<file path="src/sv/twoi_pkg.sv">
// Shared types and constants of the three-wheel odometry integrator.
// No dependencies.
`default_nettype none
package twoi_pkg;

   localparam int CORDIC_STEPS_DEF   = 16;
   localparam int POSITION_WIDTH_DEF = 48;

   localparam int GAIN_W     = 24;
   localparam int SPEED_W    = 16;
   localparam int HEAD_W     = 32;
   localparam int DIV_BITS   = 30;
   localparam int DIVISOR    = 125;
   localparam int CORDIC_W   = 26;
   localparam int K_BITS     = 32;
   localparam int CNT_W      = 5;
   localparam int ABS_SUM_W  = 17;
   localparam int HEAD_FRAC  = 22;

   localparam logic [GAIN_W-1:0] GAIN_RESET = 24'd239523;
   localparam logic [K_BITS-1:0] CORDIC_K   = 32'h9B74EDA8;
   localparam logic signed [HEAD_W-1:0] DEG_90  = 32'sd377487360;
   localparam logic signed [HEAD_W+1:0] DEG_180 = 34'sd754974720;
   localparam logic signed [HEAD_W+1:0] DEG_360 = 34'sd1509949440;

   typedef enum logic [2:0] {
      ST_IDLE,
      ST_DIV,
      ST_PREP,
      ST_ROT,
      ST_MAG,
      ST_SCALE,
      ST_ACC,
      ST_OUT
   } state_type;

   function automatic logic [HEAD_W-1:0] atan_q22(input logic [CNT_W-1:0] idx);
      logic [HEAD_W-1:0] v;
      case (idx)
         5'd0:  v = 32'd188743680;
         5'd1:  v = 32'd111421900;
         5'd2:  v = 32'd58872272;
         5'd3:  v = 32'd29884485;
         5'd4:  v = 32'd15000234;
         5'd5:  v = 32'd7507429;
         5'd6:  v = 32'd3754631;
         5'd7:  v = 32'd1877430;
         5'd8:  v = 32'd938729;
         5'd9:  v = 32'd469366;
         5'd10: v = 32'd234683;
         5'd11: v = 32'd117342;
         5'd12: v = 32'd58671;
         5'd13: v = 32'd29335;
         5'd14: v = 32'd14668;
         5'd15: v = 32'd7334;
         5'd16: v = 32'd3667;
         5'd17: v = 32'd1833;
         5'd18: v = 32'd917;
         5'd19: v = 32'd458;
         5'd20: v = 32'd229;
         5'd21: v = 32'd115;
         5'd22: v = 32'd57;
         5'd23: v = 32'd29;
         default: v = '0;
      endcase
      return v;
   endfunction

endpackage
`default_nettype wire

</file>
<file path="src/sv/twoi_div125.sv">
// Bit-serial restoring divider by 125, one quotient bit per cycle while step is asserted.
// Depends on twoi_pkg.
`default_nettype none
module twoi_div125
   import twoi_pkg::*;
(
   input  wire                 clock,
   input  wire                 load,
   input  wire                 step,
   input  wire [DIV_BITS-1:0]  numer,
   output logic [DIV_BITS-1:0] quot
);

   logic [DIV_BITS-1:0] shift_ff, shift_in;
   logic [6:0]          rem_ff, rem_in;
   logic [7:0]          rem2;
   logic                ge;

   always_comb begin
      rem2     = {rem_ff, shift_ff[DIV_BITS-1]};
      ge       = rem2 >= 8'(DIVISOR);
      rem_in   = rem_ff;
      shift_in = shift_ff;
      if (load) begin
         rem_in   = '0;
         shift_in = numer;
      end else if (step) begin
         rem_in   = ge ? 7'(rem2 - 8'(DIVISOR)) : rem2[6:0];
         shift_in = {shift_ff[DIV_BITS-2:0], ge};
      end
   end

   always_ff @(posedge clock) begin
      rem_ff   <= rem_in;
      shift_ff <= shift_in;
   end

   assign quot = shift_ff;

endmodule
`default_nettype wire

</file>
<file path="src/sv/three_wheel_odometry_integrator.sv">
// Three-wheel odometry integrator: serial divide, CORDIC rotation, serial
// gain multiply, position and heading accumulation. Depends on twoi_pkg, twoi_div125.
// From request transfer to response an item runs through DIV, PREP, ROT, MAG, SCALE, ACC and OUT,
// with the 30-step divider, CORDIC_STEPS rotation steps and the 32-step serial K multiply.
// One item at a time: a new request is taken only in IDLE, and OUT waits while the response stalls.
// Synchronous reset clears accumulators, heading, gain to its default and control.
`default_nettype none
module three_wheel_odometry_integrator
   import twoi_pkg::*;
#(
   parameter int CORDIC_STEPS   = CORDIC_STEPS_DEF,
   parameter int POSITION_WIDTH = POSITION_WIDTH_DEF
) (
   input  wire                       clock,
   input  wire                       reset,
   input  wire                       req_valid,
   output logic                      req_ready,
   input  wire signed [SPEED_W-1:0]  req_wheel_left_speed,
   input  wire signed [SPEED_W-1:0]  req_wheel_rear_speed,
   input  wire signed [SPEED_W-1:0]  req_wheel_right_speed,
   output logic                      rsp_valid,
   input  wire                       rsp_ready,
   output logic signed [15:0]        rsp_pos_x_mm,
   output logic signed [15:0]        rsp_pos_y_mm,
   output logic signed [8:0]         rsp_heading_deg,
   input  wire                       csr_valid,
   output logic                      csr_ready,
   input  wire [GAIN_W-1:0]          csr_data
);

   localparam int PW = POSITION_WIDTH;

   state_type state_ff, state_in;
   logic [CNT_W-1:0] cnt_ff, cnt_in;
   logic [GAIN_W-1:0] gain_ff;
   logic signed [PW-1:0] x_acc_ff, y_acc_ff;
   logic signed [HEAD_W-1:0] head_ff;
   logic dx_neg_ff, dy_neg_ff, sum_pos_ff;
   logic [GAIN_W:0] hm_acc_ff;
   logic [ABS_SUM_W-1:0] hm_low_ff;
   logic signed [CORDIC_W-1:0] cx_ff, cy_ff;
   logic signed [HEAD_W-1:0] ang_ff;
   logic [CORDIC_W-1:0] mx_ff, my_ff, kx_ff, ky_ff;
   logic kx_neg_ff, ky_neg_ff;
   logic rsp_valid_ff;
   logic signed [15:0] rsp_x_ff, rsp_y_ff;
   logic signed [8:0] rsp_h_ff;

   // request decode
   logic signed [ABS_SUM_W-1:0] sum, diff;
   logic signed [ABS_SUM_W:0]   along;
   logic [ABS_SUM_W-1:0] abs_sum, abs_diff;
   logic [ABS_SUM_W:0]   abs_along;
   logic [DIV_BITS-1:0] numer_x, numer_y, quot_x, quot_y;
   logic req_xfer, div_load, div_step;

   assign req_ready = state_ff == ST_IDLE;
   assign req_xfer  = req_valid && req_ready;
   assign csr_ready = 1'b1;

   always_comb begin
      sum       = ABS_SUM_W'(req_wheel_left_speed) + ABS_SUM_W'(req_wheel_right_speed);
      diff      = ABS_SUM_W'(req_wheel_left_speed) - ABS_SUM_W'(req_wheel_right_speed);
      along     = (ABS_SUM_W+1)'(req_wheel_rear_speed) + (ABS_SUM_W+1)'(req_wheel_rear_speed)
                  + (ABS_SUM_W+1)'(sum);
      abs_sum   = sum[ABS_SUM_W-1] ? ABS_SUM_W'(-sum) : ABS_SUM_W'(sum);
      abs_along = along[ABS_SUM_W] ? (ABS_SUM_W+1)'(-along) : (ABS_SUM_W+1)'(along);
      abs_diff  = diff[ABS_SUM_W-1] ? ABS_SUM_W'(-diff) : ABS_SUM_W'(diff);
      numer_x   = {abs_along, 12'd0};
      numer_y   = {1'b0, abs_diff, 12'd0};
   end

   assign div_load = req_xfer;
   assign div_step = state_ff == ST_DIV;

   twoi_div125 u_div_x (
      .clock(clock), .load(div_load), .step(div_step), .numer(numer_x), .quot(quot_x)
   );
   twoi_div125 u_div_y (
      .clock(clock), .load(div_load), .step(div_step), .numer(numer_y), .quot(quot_y)
   );

   // sequencer
   always_comb begin
      state_in = state_ff;
      cnt_in   = cnt_ff;
      unique case (state_ff)
         ST_IDLE: begin
            cnt_in = '0;
            if (req_valid) state_in = ST_DIV;
         end
         ST_DIV: begin
            cnt_in = cnt_ff + 1'b1;
            if (cnt_ff == CNT_W'(DIV_BITS - 1)) state_in = ST_PREP;
         end
         ST_PREP: begin
            cnt_in   = '0;
            state_in = ST_ROT;
         end
         ST_ROT: begin
            cnt_in = cnt_ff + 1'b1;
            if (cnt_ff == CNT_W'(CORDIC_STEPS - 1)) state_in = ST_MAG;
         end
         ST_MAG: begin
            cnt_in   = '0;
            state_in = ST_SCALE;
         end
         ST_SCALE: begin
            cnt_in = cnt_ff + 1'b1;
            if (cnt_ff == CNT_W'(K_BITS - 1)) state_in = ST_ACC;
         end
         ST_ACC: state_in = ST_OUT;
         ST_OUT: begin
            if (!rsp_valid_ff || rsp_ready) state_in = ST_IDLE;
         end
         default: state_in = ST_IDLE;
      endcase
   end

   always_ff @(posedge clock) begin
      if (reset) begin
         state_ff <= ST_IDLE;
         cnt_ff   <= '0;
      end else begin
         state_ff <= state_in;
         cnt_ff   <= cnt_in;
      end
   end

   // datapath
   logic [GAIN_W:0] hm_sum;
   logic signed [CORDIC_W-1:0] qx_s, qy_s, xs, ys;
   logic signed [HEAD_W-1:0] neg_head, atan_v;
   logic [CORDIC_W:0] kx_sum, ky_sum;
   logic [HEAD_W-2:0] hq;
   logic signed [HEAD_W+1:0] h_next;
   logic signed [PW-1:0] dx_ext, dy_ext;

   always_comb begin
      hm_sum   = hm_acc_ff + (hm_low_ff[0] ? {1'b0, gain_ff} : '0);
      qx_s     = dx_neg_ff ? -CORDIC_W'(quot_x) : CORDIC_W'(quot_x);
      qy_s     = dy_neg_ff ? -CORDIC_W'(quot_y) : CORDIC_W'(quot_y);
      neg_head = -head_ff;
      xs       = cx_ff >>> cnt_ff;
      ys       = cy_ff >>> cnt_ff;
      atan_v   = atan_q22(cnt_ff);
      kx_sum   = {1'b0, kx_ff} + (CORDIC_K[cnt_ff] ? {1'b0, mx_ff} : '0);
      ky_sum   = {1'b0, ky_ff} + (CORDIC_K[cnt_ff] ? {1'b0, my_ff} : '0);
      hq       = {hm_acc_ff[GAIN_W-1:0], hm_low_ff[ABS_SUM_W-1:10]};
      h_next   = (HEAD_W+2)'(head_ff) +
                 (sum_pos_ff ? -(HEAD_W+2)'(hq) : (HEAD_W+2)'(hq));
      dx_ext   = kx_neg_ff ? -PW'(kx_ff) : PW'(kx_ff);
      dy_ext   = ky_neg_ff ? -PW'(ky_ff) : PW'(ky_ff);
   end

   always_ff @(posedge clock) begin
      if (req_xfer) begin
         dx_neg_ff  <= !along[ABS_SUM_W] && (along != '0);
         dy_neg_ff  <= diff[ABS_SUM_W-1];
         sum_pos_ff <= !sum[ABS_SUM_W-1] && (sum != '0);
         hm_acc_ff  <= '0;
         hm_low_ff  <= abs_sum;
      end else if (state_ff == ST_DIV && cnt_ff < CNT_W'(ABS_SUM_W)) begin
         hm_acc_ff <= {1'b0, hm_sum[GAIN_W:1]};
         hm_low_ff <= {hm_sum[0], hm_low_ff[ABS_SUM_W-1:1]};
      end
      case (state_ff)
         ST_PREP: begin
            if (neg_head > DEG_90) begin
               cx_ff  <= -qy_s;
               cy_ff  <= qx_s;
               ang_ff <= neg_head - DEG_90;
            end else if (neg_head < -DEG_90) begin
               cx_ff  <= qy_s;
               cy_ff  <= -qx_s;
               ang_ff <= neg_head + DEG_90;
            end else begin
               cx_ff  <= qx_s;
               cy_ff  <= qy_s;
               ang_ff <= neg_head;
            end
         end
         ST_ROT: begin
            if (!ang_ff[HEAD_W-1]) begin
               cx_ff  <= cx_ff - ys;
               cy_ff  <= cy_ff + xs;
               ang_ff <= ang_ff - atan_v;
            end else begin
               cx_ff  <= cx_ff + ys;
               cy_ff  <= cy_ff - xs;
               ang_ff <= ang_ff + atan_v;
            end
         end
         ST_MAG: begin
            kx_neg_ff <= cx_ff[CORDIC_W-1];
            ky_neg_ff <= cy_ff[CORDIC_W-1];
            mx_ff     <= cx_ff[CORDIC_W-1] ? CORDIC_W'(-cx_ff) : CORDIC_W'(cx_ff);
            my_ff     <= cy_ff[CORDIC_W-1] ? CORDIC_W'(-cy_ff) : CORDIC_W'(cy_ff);
            kx_ff     <= '0;
            ky_ff     <= '0;
         end
         ST_SCALE: begin
            kx_ff <= kx_sum[CORDIC_W:1];
            ky_ff <= ky_sum[CORDIC_W:1];
         end
         default: ;
      endcase
   end

   // architectural state
   always_ff @(posedge clock) begin
      if (reset) begin
         gain_ff  <= GAIN_RESET;
         x_acc_ff <= '0;
         y_acc_ff <= '0;
         head_ff  <= '0;
      end else begin
         if (csr_valid) gain_ff <= csr_data;
         if (state_ff == ST_ACC) begin
            x_acc_ff <= x_acc_ff + dx_ext;
            y_acc_ff <= y_acc_ff + dy_ext;
            if (h_next > DEG_180)
               head_ff <= HEAD_W'(h_next - DEG_360);
            else if (h_next <= -DEG_180)
               head_ff <= HEAD_W'(h_next + DEG_360);
            else
               head_ff <= HEAD_W'(h_next);
         end
      end
   end

   // output formatting
   logic [PW-1:0] mag_x, mag_y;
   logic [PW-17:0] qx_o, qy_o;
   logic [HEAD_W-1:0] mag_h;
   logic [9:0] hd_mag;
   logic signed [15:0] ox, oy;
   logic signed [8:0] oh;

   always_comb begin
      mag_x  = x_acc_ff[PW-1] ? PW'(-x_acc_ff) : PW'(x_acc_ff);
      mag_y  = y_acc_ff[PW-1] ? PW'(-y_acc_ff) : PW'(y_acc_ff);
      qx_o   = mag_x[PW-1:16];
      qy_o   = mag_y[PW-1:16];
      if (x_acc_ff[PW-1])
         ox = (qx_o > (PW-16)'(32768)) ? -16'sd32768 : -$signed(qx_o[15:0]);
      else
         ox = (qx_o > (PW-16)'(32767)) ? 16'sd32767 : $signed(qx_o[15:0]);
      if (y_acc_ff[PW-1])
         oy = (qy_o > (PW-16)'(32768)) ? -16'sd32768 : -$signed(qy_o[15:0]);
      else
         oy = (qy_o > (PW-16)'(32767)) ? 16'sd32767 : $signed(qy_o[15:0]);
      mag_h  = head_ff[HEAD_W-1] ? HEAD_W'(-head_ff) : HEAD_W'(head_ff);
      hd_mag = mag_h[HEAD_W-1:HEAD_FRAC];
      oh     = head_ff[HEAD_W-1] ? -$signed(hd_mag[8:0]) : $signed(hd_mag[8:0]);
   end

   always_ff @(posedge clock) begin
      if (reset) begin
         rsp_valid_ff <= 1'b0;
      end else if (state_ff == ST_OUT && (!rsp_valid_ff || rsp_ready)) begin
         rsp_valid_ff <= 1'b1;
      end else if (rsp_ready) begin
         rsp_valid_ff <= 1'b0;
      end
   end

   always_ff @(posedge clock) begin
      if (state_ff == ST_OUT && (!rsp_valid_ff || rsp_ready)) begin
         rsp_x_ff <= ox;
         rsp_y_ff <= oy;
         rsp_h_ff <= oh;
      end
   end

   assign rsp_valid       = rsp_valid_ff;
   assign rsp_pos_x_mm    = rsp_x_ff;
   assign rsp_pos_y_mm    = rsp_y_ff;
   assign rsp_heading_deg = rsp_h_ff;

   a_head_range: assert property (@(posedge clock) disable iff (reset)
      (HEAD_W+2)'(head_ff) <= DEG_180 && (HEAD_W+2)'(head_ff) > -DEG_180)
      else $error("heading out of range");
   a_req_starts: assert property (@(posedge clock) disable iff (reset)
      req_xfer |=> state_ff == ST_DIV && cnt_ff == '0)
      else $error("request transfer did not start divide");
   a_rsp_load: assert property (@(posedge clock) disable iff (reset)
      (state_ff == ST_OUT && (!rsp_valid_ff || rsp_ready)) |=>
      rsp_valid_ff && state_ff == ST_IDLE)
      else $error("response not queued");
   a_acc_once: assert property (@(posedge clock) disable iff (reset)
      state_ff == ST_ACC |=> state_ff == ST_OUT)
      else $error("accumulate step not followed by output");

endmodule
`default_nettype wire

</file>
<file path="config.mk">
export PLATFORM = sky130hd
export DESIGN_NAME = three_wheel_odometry_integrator
export DESIGN_NICKNAME = d
export VERILOG_FILES = /design/src/sv/twoi_pkg.sv /design/src/sv/twoi_div125.sv /design/src/sv/three_wheel_odometry_integrator.sv
export SDC_FILE = /design/constraint.sdc
export NUM_CORES = 2
export LEC_CHECK = 0
export BUFFER_PORTS_ARGS = -buffer_cell sky130_fd_sc_hd__buf_2
export CORE_MARGIN = 2
export CORE_UTILIZATION = 40
export CTS_BUF_LIST = sky130_fd_sc_hd__clkbuf_16
export DETAILED_ROUTE_END_ITERATION = 8
export SYNTH_ARGS = -nofsm -noshare
export SYNTH_HDL_FRONTEND = slang
export SYNTH_SLANG_ARGS = --single-unit
</file>
<file path="constraint.sdc">
create_clock -name clock -period 6 [get_ports clock]
set_clock_uncertainty 0.2 [all_clocks]
set_input_delay 1.2 -clock clock [delete_from_list [all_inputs] [get_ports clock]]
set_output_delay 1.2 -clock clock [all_outputs]
set_load 0.02 [all_outputs]
</file>
==> flow_metrics.py <==
metrics = {
    "global_route": {
        "grt_antenna_before_repair": 0,
        "grt_first_pass_wirelength_um": 239800,
        "track_usage_pct": 22.09,
        "first_global_vias": 44122,
        "globalRoute.totalOverflow": 0,
        "grt_start_max_net_pins": 82,
    },
    "drt": {
        "vias": 47448,
        "drt-pass1-iter-count": 6,
        "vias_per_cell": 5.700,
        "wire_per_inst_um": 18.09,
        "drt_iter0_markers": 3622,
        "drc": 0,
        "drt_wl_total_um": 150600,
        "ant_nets": 0,
    },
    "floorplan": {
        "die_area_sq_um": 131300,
        "core.rowCount": 131,
        "die_w_um": 362.4,
        "initial_cell_density_of_the_core_pct": 40.28,
        "core_area_sq_um": 127500,
        "chipHeight_um": 362.4,
        "top_level_ports": 121,
    },
    "power": {
        "power_density_nw_per_um2": 194.9,
        "ir_worst_vdd_v": 0.0001702,
        "combPwrFrac_pct": 26.2,
        "share_clk_of_total_power_pct": 36.5,
        "total_switching_power_mw": 3.668,
        "power.sequential.fraction_pct": 37.3,
        "reported_leakage_power_nw": 23.93,
        "internal_power_mw": 7.658,
        "switching_part_of_the_total_power_pct": 32.38,
    },
    "worst_setup_path": {
        "crit_required_ns": 6.33,
        "critPathKind": "reg2reg",
        "cp.arrival_ns": 6.12,
        "start_kind": "register",
        "crit_end_element": "register",
        "crit_fanout": 7,
    },
    "place": {
        "dp_worst_setup_slack_ns": -0.1091,
        "placement.io_buffers": 119,
        "gp_routability_congestion": 0.9422,
        "detailed_place_hpwl_um": 114900,
    },
    "sta": {
        "timing_hold_violations_final": 0,
        "final_critical_path_setup_slack_ns": 0.2134,
        "setup_violations": 0,
        "hold_slack_ns": 0.2489,
        "finalSetupTns_ns": 0,
        "rel_slew_slack_pct": 32.26,
        "min_period_over_period_pct": 96.44,
        "fin_crit_ns": 5.787,
        "report.final.slew_viol_count": 0,
        "worst-slew-pin-transition_ns": 1.013,
        "fmax_ghz": 0.1728,
    },
    "synth": {
        "synth_cells": 6409,
        "syn-num-nets": 6870,
        "yosysWarningCount": 0,
        "synth_enable_flop_cells": 286,
        "synth.area.top_cells": "edfxtp_1 (17%), dfxtp_1 (9.9%), ha_1 (9.1%), xnor2_1 (7.2%), nand2_1 (5.5%)",
        "postSynth.asyncResetShare_pct": 0,
        "synth_top_cell_area_share_pct": 16.72,
        "ys_ff_latch": 539,
        "cell_with_the_most_instances_after_synthesis": "nand2_1",
        "synth_area_leader_cell": "edfxtp_1",
        "postSynthAreaPerCell_sq_um": 8.015,
        "ys.flop_type": "edfxtp_1",
        "synth_cell_type_count": 114,
        "synth_area_sq_um": 51370,
        "top_post_synthesis_cells_by_count": "nand2_1 (751), a21oi_1 (545), nor2_1 (510)",
        "synth-seq-area-share_pct": 26.58,
    },
    "clock_network": {
        "holdBufCountCts": 0,
        "cts_max_path_buffers": 3,
        "cts-root-buf": "clkbuf_16",
        "cts_tree": "done",
        "clk-insertion-delay-late_ns": 0.65,
        "clk_transition_reported_paths_ns": 0.06,
        "cts_sinks": 539,
        "cts-htree-levels": 3,
        "number_of_buffers_inserted_during_clock_tree_synthesis": 70,
    },
    "finish": {
        "layout-drive-gt1-share_pct": 12.25,
        "post-route-util_pct": 45.56,
        "final_nets": 7067,
        "area_delta_synth_final_pct": 13.10,
        "antennaDiodeCount": 0,
        "filler_cell_count_in_the_final_layout": 12622,
    },
    "run": {
        "maxCapViolations": 0,
    },
    "status": {
        "run_status": "complete, no violations",
    },
    "hold_path": {
        "holdCritPathClass": "reg2reg",
    },
}
## power by group through the flow
stage | sequential [mW] | clock, mW | combinational (mW)
2_1_floorplan | 4.24 | 0 | 2.08
3_3_place_gp | 4.29 | 0 | 2.85
3_5_place_dp | 4.30 | 0 | 2.88
4_1_cts | 4.22 | 4.25 | 2.90
5_1_grt | 4.25 | 4.40 | 3.28
6_report | 4.22 | 4.13 | 2.97
## area by class of cell
type,count,area (sq um),share of cell area (%)
clock inverters,53,341.6,0.5879
clock buffers,75,1877,3.230
flip-flops and latches,539,13660,23.51
repair buffers,453,3198,5.504
multi-input cells,5300,36040,62.02
well taps,1662,2079,3.579
inverters,242,908.4,1.563
## per-stage QoR
step	std cells	cell area (sq um)	total power, mW
final	8324	58100	11.33
after global routing	8324	58100	11.93
after CTS	8301	57510	11.36
after detailed placement	8173	55280	7.173
after global placement	8173	55280	7.142
after floorplan	6409	51410	6.320
## flip-flops by register name, summed over array words and instances (netlist names), 9 cells and up, named ones only
name and flops:
x_acc_ff 48, y_acc_ff 48, ang_ff 32, head_ff 32, u_div_x.quot 30, u_div_y.quot 30, atan_v 28, cx_ff 26
cy_ff 26, kx_ff 26, ky_ff 26, mx_ff 26, my_ff 26, gain_ff 24, hm_acc_ff 24, hm_low_ff 17
rsp_pos_x_mm 16, rsp_pos_y_mm 16, rsp_heading_deg 9
## what timing repair did
item                                    in CTS  in global routing
pin swaps                                    1                 26
cloned                                       0                  1
gates resized for setup                      3                 92
setup buffers                                0                 22
endpoints found under the setup margin       7                 31
## kinds of logic after synthesis
kind of cell,Yosys count,synth area share [%]
flip-flops,539,26.58
multiplexers,178,4.830
XOR/XNOR,667,11.45
AND/OR/NAND/NOR,2235,20.82
adder cells (fa/ha/maj),384,9.528
AO/OA/AOI/OAI,1835,22.53
buffers and inverters,570,4.267
other,1,0.007300
## final timing paths
check	slack [ns]	from	endpoint	cells after the start
min	0.25	u_div_y.quot[28]$_DFFE_PP_	u_div_y.quot[29]$_SDFFE_PP0P_	2
max reg2reg	0.21	hm_acc_ff[0]$_SDFFE_PP0P_	head_ff[31]$_SDFFE_PP0P_	19
max	0.21	hm_acc_ff[0]$_SDFFE_PP0P_	head_ff[31]$_SDFFE_PP0P_	19
min reg2reg	0.25	u_div_y.quot[28]$_DFFE_PP_	u_div_y.quot[29]$_SDFFE_PP0P_	2
## cells in the final DEF, fill, tap and decap left out, types with 47 or more instances in the layout
cell type / instances
xnor2_1: 421
nand2_1: 746
o211ai_1: 47
a21o_1: 121
a31oi_1: 59
edfxtp_1: 286
o21a_1: 65
buf_2: 118
a21oi_1: 534
o21ai_0: 383
a211oi_1: 50
and2_1: 108
nor2b_1: 56
o21bai_1: 52
mux4_2: 52
clkbuf_16: 76
nor2_1: 506
ha_1: 370
mux2i_1: 87
nor3_1: 160
nand3_1: 169
o31ai_1: 86
or3_1: 83
dfxtp_1: 249
nor4_1: 55
and3_1: 52
o22ai_1: 64
buf_4: 328
xor2_1: 243
inv_1: 247
nand2b_1: 69
## per-layer routing
layer,part of all wire (%),wire length [um],track usage (%)
met5,0,0,0
met3,4.9,7327,2.682
met4,2.4,3615,5.931
met2,46,69580,36.51
met1,47,70050,30.32
## worst max-delay path: stages (launching register included)
cell	delay, ns
dfxtp_2	0.32
or4_4	0.54
or4_4	0.43
or2_4	0.25
or3_4	0.38
o41ai_2	0.24
xnor2_1	0.17
ha_1	0.28
buf_4	0.19
a21oi_2	0.16
or4b_2	0.61
nand3_2	0.11
and4_1	0.19
nand4_1	0.20
buf_4	0.22
a311o_1	0.37
a31oi_2	0.21
a32oi_1	0.09
mux2_1	0.32
a31o_1	0.18
(Power assumes the default switching activity.)
